## src/rtl/core/fsu_ram.sv

```systemverilog
`timescale 1ns / 1ps
`default_nettype none

module fsu_ram #(
  parameter int WIDTH = 64,
  parameter int DEPTH = 64
) (
  input  wire logic                     clk,
  input  wire logic                     we,
  input  wire logic [$clog2(DEPTH)-1:0] waddr,
  input  wire logic [WIDTH-1:0]         wdata,
  input  wire logic [$clog2(DEPTH)-1:0] raddr,
  output logic      [WIDTH-1:0]         rdata
);

  logic [WIDTH-1:0] mem [DEPTH];

  always_ff @(posedge clk) begin
    if (we) begin
      mem[waddr] <= wdata;
    end
    rdata <= mem[raddr];
  end

endmodule

`default_nettype wire

```

## config.mk

```make
export PLATFORM = sky130hd
export DESIGN_NAME = fsu_ram
export DESIGN_NICKNAME = d
export VERILOG_FILES = /design/src/rtl/core/fsu_ram.sv
export SDC_FILE = /design/constraint.sdc
export NUM_CORES = 2
export LEC_CHECK = 0
export ABC_AREA = 0
export BUFFER_PORTS_ARGS = -buffer_cell sky130_fd_sc_hd__buf_2
export CAP_MARGIN = 0
export CORE_MARGIN = 5
export CORE_UTILIZATION = 43
export DETAILED_ROUTE_END_ITERATION = 8
export GPL_TIMING_DRIVEN = 0
export SYNTH_ARGS = -nofsm -noshare
export SYNTH_HDL_FRONTEND = slang
export SYNTH_SLANG_ARGS = --single-unit
```

## constraint.sdc

```tcl
create_clock -name clk -period 7.3 [get_ports clk]
set_clock_uncertainty 0.15 [all_clocks]
set_input_delay 0.73 -clock clk [delete_from_list [all_inputs] [get_ports clk]]
set_output_delay 0.73 -clock clk [all_outputs]
set_load 0.005 [all_outputs]
```

## Word-level counts from Yosys, hierarchy flattened

Memories as Yosys holds them, arrays and structs flattened. A register that Yosys moved wholly into a read port is not among the register bits.
Index checks and enable logic that the tools add are counted.

| storage, ports and cells | value |
|---|---|
| output and inout bits | 64 |
| memories | 1 |
| bits in writable memories | 4096 |
| register bits after elaboration | 0 |

| cells by class | value |
|---|---|
| multiplexer cells | 2 |

Memories:

| name | words | width | rd ports | clocked after Yosys merged registers in | write ports | line | RTL |
|---|---|---|---|---|---|---|---|
| mem | 64 | 64 | 1 | 1 | 1 | 16 | `logic [WIDTH-1:0] mem [DEPTH];` |

Operator list:

| kind | count |
|---|---|
| 2-to-1 mux 1 bit | 2 |

## Longest topological paths before layout

| logic depth | value |
|---|---|
| word-level depth | 2 |
| depth in mapped cells | 9 |
| mapped depth without buffers | 5 |

## Worst setup path before layout

Ideal clock, no wire load.

| path | value |
|---|---|
| path kind | input to register |
| from | input port waddr[3] |
| to | memory mem[48][0] (enable) |
| stages | 4 |
| required time | 6.586 ns |
| arrival time | 5.602 ns |
| path slack | 0.984 ns |
| path buffers | 1 |
| path through | clkbuf_1 -> nor2b_1 -> nand4b_1 -> nor3_1 |

RTL lines:

| element | line | RTL |
|---|---|---|
| start, declared | 10 | `input wire logic [$clog2(DEPTH)-1:0] waddr,` |
| end, declared | 16 |  |

No word-level cell before the write port.

==> impl_metrics.py <==
metrics = {
    "final_layout": {
        "drive_above_1_share_pct": 29.1,
        "multi_input_area_um2": 30700,
        "area_delta_synth_final_pct": 15.6,
        "regArea_um2": 124000,
        "final_util_pct": 49.9,
        "fill_cells": 28400,
        "nets": 7433,
    },
    "power": {
        "irDropWorstVdd_v": 0.000218,
        "p_leak_nw": 56.3,
        "power.density_nw_per_um2": 275,
        "p_total_mw": 49.6,
    },
    "clock_network": {
        "clk_pin_slew_ps": 60,
        "htree_levels": 5,
        "cts_tree": "built",
        "cts_resized": 0,
        "cts.sinks": 4160,
        "postCtsSetupRepairBufs": 0,
        "ctsHoldBuffers": 0,
        "ctsRootBufferMaster": "clkbuf_16",
        "clk_latency_ps": 970,
        "clock_path_buffers": 4,
        "cts_buffers": 410,
    },
    "placed_design": {
        "gp_congestion": 0.804,
        "portBuffers": 133,
        "dpl.hpwl_um": 286000,
    },
    "worst_setup_path": {
        "crit_arrival_ps": 5070,
        "critical_path.endpoint": "rdata[52]$_DFF_P_",
        "cp-startpoint": "raddr[2]",
        "crit_fanout": 12,
        "startpoint_type": "input pin",
        "worstReg2RegStart": "mem[55][52]$_DFFE_PP_",
        "reg2regPathDepth": 5,
        "r2r_end": "rdata[52]$_DFF_P_",
        "end_kind": "register",
        "required_ps": 7850,
        "timing_worst_setup_path_type": "input pin to register",
        "r2r_setup_slack_ps": 4110,
    },
    "routing": {
        "drc_errors": 0,
        "dr.first_iter.drc_count": 10300,
        "dr.pass1.iters": 6,
        "wl_um": 430000,
        "postRouteAntennaNets": 0,
        "vias": 75700,
        "routed_via_density": 6.05,
        "avgRoutedWirePerCell_um": 34.4,
    },
    "grt": {
        "grt_pass1_vias": 76800,
        "grt_use_total_pct": 22.8,
        "grt_max_degree": 65,
        "grt_remaining_overflow": 0,
        "antenna_found_initial": 49,
        "grt_first_pass_wirelength_um": 602000,
    },
    "floorplan": {
        "start_util_pct": 43.2,
        "fp-row-count": 221,
        "core_um2": 362000,
        "die_y_um": 613,
        "ioPinCount": 142,
        "die_w_um": 613,
        "fp.dieArea_um2": 376000,
    },
    "sta": {
        "relSlewSlack_pct": -6.60,
        "tightest_slew_ps": 1590,
        "slew_violations": 4,
        "hold_violations": 0,
        "rsz0062_at_grt": "false",
        "setup_viol": 0,
        "post-route-period-util_pct": 61.8,
        "fmax_ghz": 0.221,
        "min_period_ps": 4510,
    },
    "synth": {
        "ys_seq_area_share_pct": 79.5,
        "ys_warn_count": 0,
        "synth_common_cells": "edfxtp_1 (4096), mux4_2 (1024), buf_2 (170), a22oi_1 (168), clkbuf_1 (140)",
        "synth_top_area_share_pct": 78.7,
        "post-synth-top-count-cell": "edfxtp_1",
        "synth-seq-cells": 4160,
        "yosysTopAreaCell": "edfxtp_1",
        "synth.distinct_cells": 33,
        "ys_top_cells_by_area": "edfxtp_1 (79%), mux4_2 (15%), mux2i_1 (0.86%), dfxtp_1 (0.82%), a22oi_1 (0.81%)",
        "async_reset_ff_share_pct": 0,
        "syn_area_per_cell_um2": 23.7,
        "synth_edf_count": 4096,
        "synthesis.area_um2": 156000,
        "synthCells": 6598,
        "synthFlopType": "edfxtp_1",
        "synth.net_count": 6676,
    },
    "status": {
        "status": "complete, but fails checks",
        "violations": "max-capacitance violations, max-slew violations",
    },
    "hold_path": {
        "worstHoldPathType": "input pin to register",
        "hold-path-cell-count": 1,
    },
    "run": {
        "maxCapViolations": 1,
    },
}
## logic make-up after synthesis
family	share of synthesized area (%)
simple gates	1.24
compound gates	2.48
mux	15.6
flops	79.5
buf+inv	1.18
## power breakdown
part	leakage [nW]	switching, mW	internal (mW)
Clock	6.32	8.87	11.7
Sequential	37.4	0.0457	26.5
Combinational	12.5	1.72	0.856
## metal layers
metal	vias to the layer above	global-route usage [%]	part of all wire [%]
met5	-	0	0.0016
met4	2	8.53	4.3
met3	711	3.93	8.7
met2	3855	36.6	48
met1	41100	31.6	39
li1	30100	-	-
## sequential cells by signal, indices dropped and copies added (netlist names)
register,cells
mem,4096
rdata,64
## worst min path at each step
stage,to,from,slack [ps]
floorplan,rdata[61]$_DFF_P_,mem[30][61]$_DFFE_PP_,640
global placement,rdata[42]$_DFF_P_,mem[39][42]$_DFFE_PP_,780
detailed placement,rdata[34]$_DFF_P_,mem[38][34]$_DFFE_PP_,770
CTS,mem[53][8]$_DFFE_PP_,wdata[8],310
global route,mem[28][2]$_DFFE_PP_,wdata[2],90
finish,mem[28][2]$_DFFE_PP_,wdata[2],100
## layout make-up
type / count / share of cell area (%)
Inverter: 19 / 0.0394
Clock inverter: 228 / 1.05
Sequential cell: 4160 / 68.7
Timing Repair Buffer: 345 / 2.74
Antenna cell: 29 / 0.0401
Clock buffer: 520 / 6.10
Multi-Input combinational cell: 2049 / 17.0
Buffer: 370 / 0.986
Tap cell: 4794 / 3.32
## critical path, stage by stage
cell and delay, ps:
buf_2 190, buf_4 330, buf_2 540, buf_2 580, buf_4 360, mux2i_1 180, o22ai_1 370, a41oi_1 300
a211oi_1 1410
## cell usage in the layout (no fill, tap or decap), types with 22 or more instances in the layout
| master | Yosys | layout |
|---|---|---|
| clkinv_1 | 0 | 101 |
| buf_2 | 170 | 298 |
| and3_1 | 64 | 64 |
| buf_12 | 0 | 167 |
| or3_1 | 29 | 29 |
| buf_6 | 6 | 22 |
| clkinv_2 | 0 | 66 |
| buf_4 | 34 | 41 |
| o22ai_1 | 83 | 83 |
| a41oi_1 | 26 | 26 |
| diode_2 | 0 | 29 |
| dfxtp_1 | 64 | 64 |
| nor2_1 | 112 | 50 |
| nor2_4 | 0 | 62 |
| a211oi_1 | 63 | 63 |
| mux2i_1 | 135 | 135 |
| or2_2 | 28 | 28 |
| a22o_1 | 88 | 88 |
| bufinv_16 | 0 | 29 |
| clkbuf_1 | 140 | 221 |
| mux4_2 | 1024 | 1024 |
| nand3_1 | 45 | 45 |
| a22oi_1 | 168 | 168 |
| buf_16 | 0 | 26 |
| nor2b_1 | 28 | 28 |
| edfxtp_1 | 4096 | 4096 |
| o221ai_1 | 38 | 38 |
| nand2_1 | 58 | 58 |
| clkbuf_16 | 0 | 420 |
## per-stage QoR
stage	std cells	setup WS, ps	area [um^2]	TNS, ps	hold slack (ps)
finish	12500	2790	181000	0	104
global route	12500	3090	181000	0	92.6
CTS	12500	3080	181000	0	307
detailed placement	11700	2040	168000	0	775
global placement	11500	-5700	163000	-6298600	777
floorplan	6598	984	156000	0	638
No activity file was read; power rests on OpenSTA's default activity.
